<file path="config.mk">
export PLATFORM = sky130hd
export DESIGN_NAME = ipbf_ctrl
export DESIGN_NICKNAME = d
export VERILOG_FILES = /design/src/design/ipbf_pkg.sv /design/src/design/ipbf_ctrl.sv
export SDC_FILE = /design/constraint.sdc
export NUM_CORES = 1
export LEC_CHECK = 0
export BUFFER_PORTS_ARGS = -buffer_cell sky130_fd_sc_hd__buf_4
export CELL_PAD_IN_SITES_DETAIL_PLACEMENT = 0
export CELL_PAD_IN_SITES_GLOBAL_PLACEMENT = 1
export CORE_AREA = 2 2 39 41
export CTS_CLUSTER_SIZE = 12
export DETAILED_ROUTE_END_ITERATION = 10
export DIE_AREA = 0 0 41 43
export PLACE_DENSITY_LB_ADDON = 0.1
export REMOVE_ABC_BUFFERS = 1
export SYNTH_ARGS = -nofsm -noshare
export SYNTH_HDL_FRONTEND = slang
export SYNTH_SLANG_ARGS = --single-unit
</file>
<file path="constraint.sdc">
create_clock -name clk -period 2 [get_ports clk]
set_clock_uncertainty 0.1 [all_clocks]
set_input_delay 0.6 -clock clk [delete_from_list [all_inputs] [get_ports clk]]
set_output_delay 0.6 -clock clk [all_outputs]
set_load 0.02 [all_outputs]
</file>
<file path="src/design/ipbf_pkg.sv">
package ipbf_pkg;

  // Table sizes and the address widths that follow from them.
  localparam int unsigned LISTENER_SLOTS = 64;
  localparam int unsigned RULE_SLOTS     = 256;
  localparam int unsigned LST_AW  = (LISTENER_SLOTS > 1) ? $clog2(LISTENER_SLOTS) : 1;
  localparam int unsigned RULE_AW = (RULE_SLOTS > 1) ? $clog2(RULE_SLOTS) : 1;
  localparam int unsigned CLR_SLOTS = (LISTENER_SLOTS > RULE_SLOTS) ? LISTENER_SLOTS
                                                                    : RULE_SLOTS;
  localparam int unsigned CLR_AW  = (CLR_SLOTS > 1) ? $clog2(CLR_SLOTS) : 1;

  // Input beat kinds.
  localparam logic [1:0] MODE_FRAME    = 2'd0;
  localparam logic [1:0] MODE_LISTENER = 2'd1;
  localparam logic [1:0] MODE_RULE     = 2'd2;

  // Verdict causes.
  localparam logic [2:0] CAUSE_TRUNCATED   = 3'd0;
  localparam logic [2:0] CAUSE_NOT_IPV4    = 3'd1;
  localparam logic [2:0] CAUSE_OTHER_PROTO = 3'd2;
  localparam logic [2:0] CAUSE_NO_LISTENER = 3'd3;
  localparam logic [2:0] CAUSE_LISTED_DROP = 3'd4;
  localparam logic [2:0] CAUSE_NOT_LISTED  = 3'd5;

  // Protocol constants.
  localparam logic [15:0] ETHERTYPE_IPV4 = 16'h0800;
  localparam logic [7:0]  PROTO_TCP      = 8'd6;
  localparam logic [7:0]  PROTO_UDP      = 8'd17;

  // Byte positions of the captured header fields.
  localparam logic [5:0] POS_ETH_HI   = 6'd12;
  localparam logic [5:0] POS_ETH_LO   = 6'd13;
  localparam logic [5:0] POS_PROTO    = 6'd23;
  localparam logic [5:0] POS_SRC_B3   = 6'd26;
  localparam logic [5:0] POS_SRC_B2   = 6'd27;
  localparam logic [5:0] POS_SRC_B1   = 6'd28;
  localparam logic [5:0] POS_SRC_B0   = 6'd29;
  localparam logic [5:0] POS_PORT_HI  = 6'd36;
  localparam logic [5:0] POS_PORT_LO  = 6'd37;

  // Minimum frame lengths.
  localparam logic [5:0] LEN_ETH   = 6'd14;
  localparam logic [5:0] LEN_IP    = 6'd34;
  localparam logic [5:0] LEN_TCP   = 6'd54;
  localparam logic [5:0] LEN_UDP   = 6'd42;
  localparam logic [5:0] COUNT_MAX = 6'd63;

  typedef struct packed {
    logic [1:0]  mode;
    logic [7:0]  frame_byte;
    logic        frame_last;
    logic [7:0]  slot;
    logic        entry_valid;
    logic [31:0] entry_addr;
    logic [15:0] entry_port;
    logic [7:0]  entry_action;
  } in_item_t;

  typedef struct packed {
    logic        drop;
    logic [2:0]  cause;
    logic [31:0] src_addr;
    logic [15:0] dst_port;
  } out_item_t;

  typedef struct packed {
    logic        valid;
    logic [15:0] port;
  } lst_word_t;

  typedef struct packed {
    logic        valid;
    logic [7:0]  action;
    logic [15:0] port;
    logic [31:0] addr;
  } rule_word_t;

  typedef enum logic [2:0] {
    ST_CLR,
    ST_IDLE,
    ST_EVAL,
    ST_LSCAN,
    ST_RSCAN
  } state_t;

  typedef enum logic [1:0] {
    RES_PRE,
    RES_NOLST,
    RES_RULE_HIT,
    RES_RULE_MISS
  } res_sel_t;

  typedef struct packed {
    logic     accept;
    logic     frame_clr;
    logic     scan_clr;
    logic     l_scan;
    logic     r_scan;
    logic     clr_step;
    logic     out_load;
    res_sel_t res_sel;
  } ctl_cmd_t;

  typedef struct packed {
    logic last_byte;
    logic pre_done;
    logic lst_match;
    logic lst_end;
    logic rule_match;
    logic rule_end;
    logic clr_done;
  } ctl_stat_t;

endpackage

</file>
<file path="src/design/ipbf_ctrl.sv">
module ipbf_ctrl (
  input  logic                clk,
  input  logic                rst_n,
  input  logic                in_valid,
  output logic                in_ready,
  output logic                out_valid,
  input  logic                out_ready,
  input  ipbf_pkg::ctl_stat_t stat,
  output ipbf_pkg::ctl_cmd_t  cmd
);

  ipbf_pkg::state_t state_r, state_nxt;
  logic             out_valid_r, out_valid_nxt;
  logic             accept;

  // Beats are taken whenever the block is idle; a pending verdict only holds evaluation.
  assign in_ready = state_r == ipbf_pkg::ST_IDLE;
  assign accept   = in_valid && in_ready;

  // Next state.
  always_comb begin
    state_nxt = state_r;
    unique case (state_r)
      ipbf_pkg::ST_CLR: begin
        if (stat.clr_done) state_nxt = ipbf_pkg::ST_IDLE;
      end
      ipbf_pkg::ST_IDLE: begin
        if (accept && stat.last_byte) state_nxt = ipbf_pkg::ST_EVAL;
      end
      ipbf_pkg::ST_EVAL: begin
        // Evaluation waits until the previous verdict has left the output register.
        if (!out_valid_r) begin
          state_nxt = stat.pre_done ? ipbf_pkg::ST_IDLE : ipbf_pkg::ST_LSCAN;
        end
      end
      ipbf_pkg::ST_LSCAN: begin
        if (stat.lst_match) begin
          state_nxt = ipbf_pkg::ST_RSCAN;
        end else if (stat.lst_end) begin
          state_nxt = ipbf_pkg::ST_IDLE;
        end
      end
      ipbf_pkg::ST_RSCAN: begin
        if (stat.rule_match || stat.rule_end) state_nxt = ipbf_pkg::ST_IDLE;
      end
      default: state_nxt = ipbf_pkg::ST_CLR;
    endcase
  end

  // Commands to the datapath.
  always_comb begin
    cmd         = '0;
    cmd.res_sel = ipbf_pkg::RES_PRE;
    cmd.accept  = accept;
    unique case (state_r)
      ipbf_pkg::ST_CLR: begin
        cmd.clr_step = 1'b1;
      end
      ipbf_pkg::ST_IDLE: ;
      ipbf_pkg::ST_EVAL: begin
        cmd.scan_clr = 1'b1;
        if (stat.pre_done && !out_valid_r) begin
          cmd.out_load  = 1'b1;
          cmd.frame_clr = 1'b1;
        end
      end
      ipbf_pkg::ST_LSCAN: begin
        cmd.l_scan = 1'b1;
        if (stat.lst_end) begin
          cmd.out_load  = 1'b1;
          cmd.frame_clr = 1'b1;
          cmd.res_sel   = ipbf_pkg::RES_NOLST;
        end
      end
      ipbf_pkg::ST_RSCAN: begin
        cmd.r_scan = 1'b1;
        if (stat.rule_match) begin
          cmd.out_load  = 1'b1;
          cmd.frame_clr = 1'b1;
          cmd.res_sel   = ipbf_pkg::RES_RULE_HIT;
        end else if (stat.rule_end) begin
          cmd.out_load  = 1'b1;
          cmd.frame_clr = 1'b1;
          cmd.res_sel   = ipbf_pkg::RES_RULE_MISS;
        end
      end
      default: ;
    endcase
  end

  // Output valid flag: set when a verdict is loaded, cleared when the beat is taken.
  assign out_valid_nxt = cmd.out_load || (out_valid_r && !out_ready);

  always_ff @(posedge clk) begin
    if (!rst_n) begin
      state_r     <= ipbf_pkg::ST_CLR;
      out_valid_r <= 1'b0;
    end else begin
      state_r     <= state_nxt;
      out_valid_r <= out_valid_nxt;
    end
  end

  assign out_valid = out_valid_r;

  // A verdict is only ever loaded into an empty output register.
  a_load_empty: assert property (@(posedge clk) disable iff (!rst_n)
    cmd.out_load |-> !out_valid_r)
    else $error("verdict loaded over a pending result");

  // No beat is taken while a verdict or the clearing pass is in progress.
  a_ready_idle: assert property (@(posedge clk) disable iff (!rst_n)
    state_r != ipbf_pkg::ST_IDLE |-> !in_ready)
    else $error("input ready outside idle");

  // The last byte of a frame always leads to evaluation.
  a_last_eval: assert property (@(posedge clk) disable iff (!rst_n)
    accept && stat.last_byte |=> state_r == ipbf_pkg::ST_EVAL)
    else $error("last byte did not start evaluation");

  // Table sweeps never run during the clearing pass.
  a_no_scan_clr: assert property (@(posedge clk) disable iff (!rst_n)
    cmd.clr_step |-> !cmd.l_scan && !cmd.r_scan && !out_valid_r)
    else $error("sweep or result during clearing pass");

endmodule
</file>
Word level (Yosys, flattened, before mapping)
Cells that the tools add are included.

cells by class
  add/sub/neg operators = 0
  multiply operators = 0
  divide/modulo/power cells = 0
  order comparisons = 0
  equal/unequal tests = 9
  shift-type cells = 0
  muxes and demuxes = 22
  bitwise operators = 0
  reductions and logical operators = 10

operators by type and width
  cell                                                 count
  2-to-1 mux 3 bit                                     9
  one-hot mux 3 bit (5 select lines)                   1
  2-to-1 mux 1 bit                                     8
  equality test 3 x 2 -> 1 bit, second input constant  2
  != test 2 bit, second input constant                 3
  one-hot mux 1 bit (3 select lines)                   2
  AND reduction 5 bit                                  1
  logical AND 1 bit                                    4
  one-hot mux 2 bit (2 select lines)                   1
  equality test 3 x 1 -> 1 bit, second input constant  1
  equality test 3 bit, second input constant           1
  logical NOT 3 bit                                    1
  != test 3 bit, second input constant                 1
  logical NOT 1 bit                                    2
  logical OR 1 bit                                     2
  2-to-1 mux 2 bit                                     1
  != test 2 x 1 -> 1 bit, second input constant        1

storage, ports and cells
  flip-flop bits (word level) = 4
  latch bits = 0
  memory bits (writable) = 0
  bits in read-only memories = 0
  input bits = 11
  output and inout port bits = 11
  memories kept = 0

Logic depth before layout (Yosys ltp)
Gate-level depths: netlist (run 1).

  word-level depth = 5
  gate-level depth with buffers = 5
  depth with buffers taken out = 4

Worst setup path before layout (run 1)
Ideal clock, no wire load.

  path kind = register to output
  start point = register state_r[1]
  end point = output cmd[8] (netlist bit)
  data arrival time = 1.413 ns
  slack = -0.113 ns
  cell stages (with the launch flop) = 5
  cell sequence = dfxtp_1 -> buf_6 -> nor3b_1 -> and2_1 -> buf_4

on the way
  word-level cells in the longest chain between the ends = 2

RTL lines
  what                          line             RTL
  from (decl)                   ipbf_ctrl.sv:12  ipbf_pkg::state_t state_r, state_nxt;
  from (signal assigned)        ipbf_ctrl.sv:96  state_r <= ipbf_pkg::ST_CLR;
  from (signal assigned)        ipbf_ctrl.sv:99  state_r <= state_nxt;
  equality test 3 x 1 -> 1 bit  ipbf_ctrl.sv:17  assign in_ready = state_r == ipbf_pkg::ST_IDLE;
  named net in_ready            ipbf_ctrl.sv:5   output logic in_ready,
  logical AND 1 bit             ipbf_ctrl.sv:18  assign accept = in_valid && in_ready;
  to (decl)                     ipbf_ctrl.sv:9   output ipbf_pkg::ctl_cmd_t cmd

The timed path passes the listed nets, and every way through them passes these cells.

==> qor.yml, run 1 <==
status:
  status: "complete, but fails checks"
  violations: "setup timing"
timing:
  whs_ps: 454.4
  fin_crit_sh: 1.012
  setup_violations: 2
  rsz0062_at_grt: "yes"
  slew_headroom: 0.7444
  drv_slew: 0
  fin_ws_ps: -23.06
  timing.fmax_ghz: 0.4943
  hold_viol: 0
  finalCriticalPeriod_ps: 2023
  max_slew.worst_pin.slew_ps: 373.7
pwr:
  cellPowerDensity_mw_per_mm2: 456.4
  p_leak_nw: 0.2924
  p_total_mw: 0.2952
  vdd_ir_drop_max_mv: 0.3413
clock_network:
  cts_tree: "done"
  clock_path_buffers: 2
  clock_latency_ps: 230
  numCtsBuffers: 3
  clockRootBuffer: "clkbuf_4"
  clkSinkCount: 4
  path_clk_slew_ps: 40
  htree_levels: 1
floorplan:
  io_pins: 22
  start_util: 0.2694
  die_y_um: 43
  die_area_mm2: 0.001763
  core_mm2: 0.001384
  fp-row-count: 14
  fp.dieW_um: 41
route:
  via_per_inst: 4.655
  wl_per_cell_um: 10.83
  drc: 0
  routed_wl_um: 942
  drtIter0Drc: 2
  dr.pass1.iters: 4
  ant_nets: 0
  vias: 405
place:
  place_congestion: 0.7452
  place_area_um2: 569.3
  io_buffers: 21
  pre_cts_slack_ps: -75.79
  hpwl_um: 737.7
hold_path:
  hold_start: "state_r[0]"
  holdPathEnd: "state_r[1]"
  hold_depth: 2
  min_path_type: "reg2reg"
critical_path:
  worst-r2r-cell-count: 5
  timing.rr.start: "state_r[2]"
  rrSetupSlack_ps: 590
  cp_data_required_time_ps: 1300
  crit_arrival_ps: 1320
  crit_start: "stat[1]"
  critical_path_class: "in2out"
  timing.rr.end: "out_valid"
  start_kind: "primary input"
  cp-end-kind: "output pin"
  worstPathMaxFanout: 3
global_routing:
  grt_util_all_layers: 0.1087
  antenna_found_initial: 0
  grt_pass1_vias: 340
  grt_pass1_wl_um: 1283
  grt_max_degree: 8
  grt-ovfl-total: 0
yosys:
  synth-seq-area-share: 0.2148
  ys_ff_latch: 4
  synth_warnings: 0
  synthCells: 42
  synth-edff-count: 0
  avgSynthCellArea_um2: 8.878
  postSynth.asyncResetShare: 0
  synthDistinctLibCells: 26
  synth_flop_cell: "dfxtp_1"
  synth_area_um2: 372.9
cells_and_area:
  nets: 84
  drive_gt1_frac: 0.6338
  area_growth_syn_to_layout_pct: 73.49
  diodes: 0
  final_area_um2: 646.9
  nFillCells: 156
run:
  cap_violations: 0
final cells by class:
| type | count | area [µm²] | area share |
|---|---|---|---|
| multi-input combinational | 32 | 262.8 | 0.4062 |
| timing repair buffer | 30 | 247.7 | 0.3830 |
| sequential | 4 | 86.33 | 0.1335 |
| clock buffer | 3 | 22.52 | 0.03482 |
| tap | 16 | 20.02 | 0.03095 |
| inverter | 2 | 7.507 | 0.01161 |
worst max-delay path by stage:
stage,to,slack [ps],depth (start not counted)
final,cmd[7],-20,5
after global placement,cmd[7],-60,5
after floorplan,cmd[8],-200,2
after CTS,cmd[7],-30,5
after detailed placement,cmd[7],-80,5
after global routing,cmd[7],-60,5
critical path: stages:
cell	delay, ps
buf_4	120
nor2_4	100
and2b_4	190
nand2b_2	180
buf_6	130
Yosys cell counts (all sizes together), types with 2 or more instances:
cell | count | area (µm²)
nor2 | 4 | 15.01
nand2 | 2 | 7.510
nand2b | 4 | 27.53
inv | 2 | 7.510
a21oi | 3 | 15.01
dfxtp | 4 | 80.08
nor3b | 4 | 52.55
o21ai | 2 | 10.00
buf | 4 | 41.29
registers in the layout (all words and copies together), names as in the netlist:
register	flops
out_valid	1
state_r	3
stage by stage:
stage	setup TNS, ps	instances	util
2_1_floorplan	-219.1	38	-
3_3_place_gp	-70.96	83	0.4114
3_5_place_dp	-105.6	83	0.4114
4_1_cts	-47.82	87	0.4476
5_1_grt	-153.1	87	0.4675
6_report	-23.64	87	0.4675
cell families after synthesis:
family	count (synthesis)	synth area share
compound gates	11	0.2215
buf+inv	6	0.1309
flops	4	0.2148
mux	1	0.03020
simple gates	20	0.4027
per-layer routing:
layer | share of wire | up-vias | GRT usage | wire (µm)
met3 | 0.075 | 4 | 0.04712 | 71
met2 | 0.51 | 16 | 0.1688 | 483
li1 | - | 208 | - | -
met5 | 0 | - | 0 | 0
met1 | 0.40 | 177 | 0.1165 | 375
met4 | 0.013 | 0 | 0.06000 | 12
layout by cell type (no fill, tap or decap), types with 2 or more instances in the layout:
master,synthesis,routed
inv_1,2,2
clkbuf_4,0,3
nor2_1,4,3
dfxtp_2,0,2
nand2b_1,3,3
nor3b_4,2,3
buf_4,1,24
buf_6,3,6
nand2_1,2,2
a21oi_1,3,3
repair_timing:
action,4_1_cts,5_1_grt
cloned,0,0
hold buffers,0,0
resized for setup,7,7
setup buffers,1,0
setup endpoints to repair,3,5
pin swaps,1,1
power breakdown:
group | switching [mW] | internal (mW)
Clock | 0.0306 | 0.0670
Sequential | 0.00850 | 0.0851
Combinational | 0.0436 | 0.0605
Power figures use the tool's default switching activity.
==> inputs of run 2 (changes only) <==
--- a/config.mk
+++ b/config.mk
@@ -5,13 +5,13 @@
 export SDC_FILE = /design/constraint.sdc
 export NUM_CORES = 1
 export LEC_CHECK = 0
-export BUFFER_PORTS_ARGS = -buffer_cell sky130_fd_sc_hd__buf_4
 export CELL_PAD_IN_SITES_DETAIL_PLACEMENT = 0
 export CELL_PAD_IN_SITES_GLOBAL_PLACEMENT = 1
-export CORE_AREA = 2 2 39 41
+export CORE_UTILIZATION = 25
 export CTS_CLUSTER_SIZE = 12
 export DETAILED_ROUTE_END_ITERATION = 10
-export DIE_AREA = 0 0 41 43
+export DONT_BUFFER_PORTS = 1
+export GPL_TIMING_DRIVEN = 0
 export PLACE_DENSITY_LB_ADDON = 0.1
 export REMOVE_ABC_BUFFERS = 1
 export SYNTH_ARGS = -nofsm -noshare
==> run 2 against run 1 <==
Compared with the run above:
- the run still ends with setup timing left
- total power is 12% lower
- sequential power is 2.7% lower
- via count is 19% lower
- register-to-register slack worse by 100 ps
- maximum frequency is 4.2% lower
- critical path type is now reg2out
- highest routed layer is now met3
==> qor.yml, run 2 (synthesized netlist as in run 1, its figures left out) <==
critical_path:
  cp_data_required_time_ps: 1300  # about the same
  rrSetupSlack_ps: 490  # -100 ps
  crit_arrival_ps: 1410  # +90 ps
  cp-end-kind: "output pin"
  start_kind: "flop"
  worstPathMaxFanout: 4  # +1
  critical_path_class: "reg2out"
route:
  via_per_inst: 5.190  # +11%
  routed_wl_um: 946  # +0.42%
  wl_per_cell_um: 15.02  # +39%
  vias: 327  # -19%
  drtIter0Drc: 3  # +1
  ant_nets: 0  # unchanged
  dr.pass1.iters: 3  # -1
  drc: 0  # unchanged
place:
  pre_cts_slack_ps: -343.5  # -267.7 ps
  io_buffers: 0  # -100%
  place_congestion: 0.6522  # -12%
  hpwl_um: 608  # -18%
clock_network:
  htree_levels: 1  # unchanged
  clock_latency_ps: 230  # about the same
  numCtsBuffers: 3  # unchanged
  clkSinkCount: 4  # unchanged
  cts_tree: "done"
  clock_path_buffers: 2  # unchanged
  path_clk_slew_ps: 40  # about the same
  clockRootBuffer: "clkbuf_4"
status:
  violations: "setup timing"
  status: "complete, but fails checks"
cells_and_area:
  largest_reg_flops: 3  # unchanged
  diodes: 0  # unchanged
  largest_register: "state_r"
  layout_commonest_cell: "buf_4"
  drive_gt1_frac: 0.5208  # -0.1130
  final_cell_mix: "6 x buf_4, 4 x nor2_1"
  nets: 61  # -27%
  area_growth_syn_to_layout_pct: 29.87
timing:
  finalSetupTns_ps: -242.5  # -218.9 ps
  hold_viol: 0  # unchanged
  rsz0062_at_grt: "yes"
  slew_headroom: 0.7468  # +0.002344
  fin_ws_ps: -111.9  # -88.84 ps
  setup_violations: 3  # +1
  fin_crit_sh: 1.056  # +0.04442
  drv_slew: 0  # unchanged
  finalCriticalPeriod_ps: 2112  # +88.84 ps
  timing.fmax_ghz: 0.4735  # -4.2%
  max_slew.worst_pin.slew_ps: 377.8  # +4.089 ps
floorplan:
  core_mm2: 0.001350  # -2.4%
  die_y_um: 40.62  # -5.5%
  die_area_mm2: 0.001650  # -6.4%
  fp.dieW_um: 40.62  # -0.93%
  start_util: 0.2762  # +0.006742
  io_pins: 22  # unchanged
  fp-row-count: 13  # -1
global_routing:
  antenna_found_initial: 0  # unchanged
  grt_pass1_wl_um: 1373  # +7.0%
  grt_util_all_layers: 0.1287  # +0.02002
  grt_pass1_vias: 331  # -2.6%
  grt-ovfl-total: 0  # unchanged
  grt_max_degree: 7  # -1
pwr:
  p_leak_nw: 0.1836  # -37%
  cellPowerDensity_mw_per_mm2: 539.3  # +18%
  vdd_ir_drop_max_mv: 0.1433  # -58%
run:
  cap_violations: 0  # unchanged
hold_path:
  min_path_type: "in2reg"
run 2: cell types whose count changed in the layout (fill, tap and decap cells not counted), moves of 2 or more:
cell      previous run  this run
buf_4               24         6
buf_6                6         1
dfxtp_2              2         0
dfxtp_4              1         3
nand2b_4             0         2
run 2: metrics by stage:
stage               cell area [µm²]    util  hold slack [ps]  power (mW)  std cells
floorplan                     331.6       -            494.1      0.1345         38
global placement              350.3  0.2595            562.4      0.1412         53
detailed placement            350.3  0.2595            549.5      0.1414         53
CTS                           447.9  0.3318            376.7      0.2558         61
global route                  484.2  0.3587            369.5      0.2804         63
finish                        484.2  0.3587            385.1      0.2611         63
run 2: worst max-delay path: stages (launching register included):
cell and delay (ps):
dfxtp_4 350, buf_6 120, nor3b_4 360, a32oi_4 210
nand2b_4 150
run 2: report_power, final:
| part | leakage (nW) | internal, mW | switching (mW) |
|---|---|---|---|
| combinational | 0.135 | 0.0315 | 0.0361 |
| sequential | 0.0347 | 0.0828 | 0.00835 |
| clock | 0.0138 | 0.0673 | 0.0351 |
run 2: layout make-up:
cell class,instances,area [µm²]
well taps,15,18.77
multi-input cells,32,287.8
inverters,2,7.507
fillers,147,865.8
flip-flops and latches,4,91.34
clock buffers,3,22.52
repair buffers,7,56.30
run 2: what timing repair did:
item,in CTS,in global routing
buffers inserted,5,2
pin swaps,2,4
hold buffers,0,0
endpoints found under the setup margin,6,6
gates resized for setup,13,4
run 2: path summary, 6_finish.rpt:
kind | startpoint | cells after the start | to
min reg2reg | state_r[0] | 2 | state_r[1]
max | state_r[2] | 4 | cmd[7]
min | rst_n | 2 | state_r[1]
max reg2reg | state_r[1] | 5 | out_valid
run 2: per-layer routing:
| metal | track usage | vias to the layer above | share of wire |
|---|---|---|---|
| met2 | 0.2103 | 15 | 0.48 |
| met3 | 0.02174 | 0 | 0.066 |
| li1 | - | 161 | - |
| met5 | 0 | - | 0 |
| met4 | 0.07500 | 0 | 0 |
| met1 | 0.1569 | 151 | 0.45 |
==> inputs of run 3 (changes only) <==
--- a/config.mk
+++ b/config.mk
@@ -5,6 +5,7 @@
 export SDC_FILE = /design/constraint.sdc
 export NUM_CORES = 1
 export LEC_CHECK = 0
+export ABC_AREA = 1
 export CELL_PAD_IN_SITES_DETAIL_PLACEMENT = 0
 export CELL_PAD_IN_SITES_GLOBAL_PLACEMENT = 1
 export CORE_UTILIZATION = 25
==> constraint.sdc (replaced) <==
create_clock -name clk -period 2 [get_ports clk]
set_clock_uncertainty 0.1 [all_clocks]
set_input_delay 0.6 -clock clk [delete_from_list [all_inputs] [get_ports clk]]
set_output_delay 0.6 -clock clk [all_outputs]
set_load 0.01 [all_outputs]
==> run 3 against run 2 <==
Compared with the run above:
- the flow now finishes without violations
- setup slack gained 220 ps
- hold slack worse by 7.6 ps
- flip-flop and latch count did not move
- design area down 12%
- total power grew 110%
==> qor.yml, run 3 <==
route:
  drtIter0Drc: 7  # +4
  drc: 0  # unchanged
  ant_nets: 0  # unchanged
  via_per_inst: 4.711  # -9.2%
  vias: 358  # +9.5%
  routed_wl_um: 870  # -8.0%
  wl_per_cell_um: 11.45  # -24%
  dr.pass1.iters: 4  # +1
critical_path:
  start_kind: "flop"
  cp_data_required_time_ps: 1300  # about the same
  critical_path_class: "reg2out"
  crit_arrival_ps: 1190  # -220 ps
  cp-end-kind: "output pin"
  rrSetupSlack_ps: 670  # +180 ps
  worstPathMaxFanout: 8  # +4
yosys:
  synth_area_leader_cell: "dfxtp_1"
  synthTopCellsByCount: "11 x inv_1, 7 x nand2_1, 5 x nor2_1"
  synth_area_um2: 400.4  # +7.4%
  synth_warnings: 0  # unchanged
  synthCells: 60  # +43%
  synth-seq-area-share: 0.2000  # -0.01477
  yosysMostFrequentCell: "inv_1"
  synth_flop_cell: "dfxtp_1"
  synthTopCellsByArea: "dfxtp_1 20%, inv_1 10%, nand3_2 10%, nand2_1 6.6%, nor2_2 6.3%"
  yosysTopAreaCellShare: 0.2000  # -0.01477
  synthDistinctLibCells: 23  # -12%
  avgSynthCellArea_um2: 6.673  # -25%
  postSynth.asyncResetShare: 0  # unchanged
  ys_ff_latch: 4  # unchanged
  synth-edff-count: 0  # unchanged
place:
  dp_cells: 73  # +38%
  io_buffers: 0  # unchanged
  place_congestion: 0.6846  # +5.0%
  hpwl_um: 720.1  # +18%
global_routing:
  grt_pass1_wl_um: 1455  # +6.0%
  grt_util_all_layers: 0.1101  # -0.01855
  grt-ovfl-total: 0  # unchanged
  grt_pass1_vias: 328  # -0.91%
  grt_max_degree: 10  # +3
  antenna_found_initial: 0  # unchanged
floorplan:
  die_area_mm2: 0.001766  # +7.0%
  die_y_um: 42.02  # +3.4%
  io_pins: 22  # unchanged
  start_util: 0.2658  # -0.01040
  fp.dieW_um: 42.02  # +3.4%
  fp-row-count: 14  # +1
  core_mm2: 0.001506  # +12%
cells_and_area:
  layout_commonest_cell: "inv_1"
  largest_reg_flops: 3  # unchanged
  largest_register: "state_r"
  drive_gt1_frac: 0.3500  # -0.1708
  area_growth_syn_to_layout_pct: 6.562
  nets: 73  # +20%
  final_cell_mix: "11 x inv_1, 7 x nand2_1, 5 x nor2_1"
  diodes: 0  # unchanged
  final_cells: 76  # +21%
pwr:
  p_leak_nw: 0.2223  # +21%
  vdd_ir_drop_max_mv: 0.3480  # +140%
  cellPowerDensity_mw_per_mm2: 1286  # +140%
timing:
  hold_viol: 0  # unchanged
  finalSetupTns_ps: 0  # +242.5 ps
  slew_headroom: 0.6811  # -0.06564
  fin_crit_sh: 0.9463  # -0.1097
  timing.fmax_ghz: 0.5284  # +12%
  max_slew.worst_pin.slew_ps: 474.6  # +96.87 ps
  drv_slew: 0  # unchanged
  rsz0062_at_grt: "no"
  setup_violations: 0  # -3
  finalCriticalPeriod_ps: 1893  # -219.4 ps
clock_network:
  clock_latency_ps: 230  # about the same
  clkSinkCount: 4  # unchanged
  clockRootBuffer: "clkbuf_4"
  postCtsHoldBufs: 0  # unchanged
  path_clk_slew_ps: 40  # about the same
  cts_tree: "done"
  clock_path_buffers: 2  # unchanged
  numCtsBuffers: 3  # unchanged
  htree_levels: 1  # unchanged
status:
  status: "complete, no violations"
run:
  cap_violations: 0  # unchanged
hold_path:
  min_path_type: "in2reg"
==> run 3: changes by cell type in the layout (fill, tap and decap cells not counted), moves of 2 or more <==
cell / before / now
nand2_2: 0 / 2
nor2_4: 0 / 2
nand3_2: 0 / 4
nand2b_1: 2 / 0
nand2b_4: 2 / 0
nand2_1: 2 / 7
nor2_2: 0 / 3
nor3b_4: 3 / 0
buf_4: 6 / 0
nand3_1: 0 / 3
nor3_1: 0 / 3
inv_1: 2 / 11
==> run 3: cell type report <==
| cell class | count | area, µm² |
|---|---|---|
| Sequential cell | 4 | 88.84 |
| Fill cell | 187 | 1080 |
| Clock buffer | 3 | 22.52 |
| Inverter | 12 | 45.04 |
| Multi-Input combinational cell | 41 | 250.2 |
| Tap cell | 16 | 20.02 |
==> run 3: cells by family after synthesis <==
kind of cell / after synthesis / share of synthesized area
and+or+nand+nor: 34 / 0.5031
buffers and inverters: 15 / 0.1875
DFF: 4 / 0.2000
AOI/OAI and AO/OA: 7 / 0.1094
==> run 3: metrics by stage <==
stage          worst slack [ps]    util  hold WS, ps  cell area (µm²)  total power [mW]
6_report                  107.5  0.2832        377.5            426.7            0.5488
5_1_grt                   7.396  0.2832        381.6            426.7            0.5984
4_1_cts                   29.99  0.2791        370.5            420.4            0.5541
3_5_place_dp              119.4  0.2591        594.1            390.4            0.4385
3_3_place_gp              108.2  0.2591        597.3            390.4            0.4410
2_1_floorplan             160.7       -        522.9            370.4            0.3914
==> run 3: final timing paths <==
check,startpoint,endpoint,cells after the start
max,state_r[0],cmd[2],5
min,rst_n,out_valid,2
max reg2reg,state_r[0],state_r[1],6
min reg2reg,state_r[1],state_r[1],2
==> run 3: critical path, stage by stage (launching register included) <==
cell and delay [ps]:
dfxtp_4 380, nor2_4 130, nand2_2 80, inv_1 120, nand2_1 110, nand3_1 140
==> run 3: power breakdown <==
part / internal, mW / switching, mW
combinational: 0.102 / 0.164
clock: 0.0670 / 0.0304
sequential: 0.116 / 0.0699
total: 0.285 / 0.264
==> run 3: repair_timing <==
action	CTS	global route
setup endpoints to repair	4	4
pin swaps	0	1
hold endpoints to repair	0	0
resized for setup	3	3
setup buffers	0	0
cloned	0	0
==> run 3: metal layers <==
metal  share of wire  global-route usage  routed length (µm)  up-vias
met2            0.49              0.1656                 427       12
met5               0                   0                   0        -
met1            0.46              0.1387                 396      156
li1                -                   -                   -      190
met3           0.053             0.02586                  46        0
met4               0             0.07500                   0        0
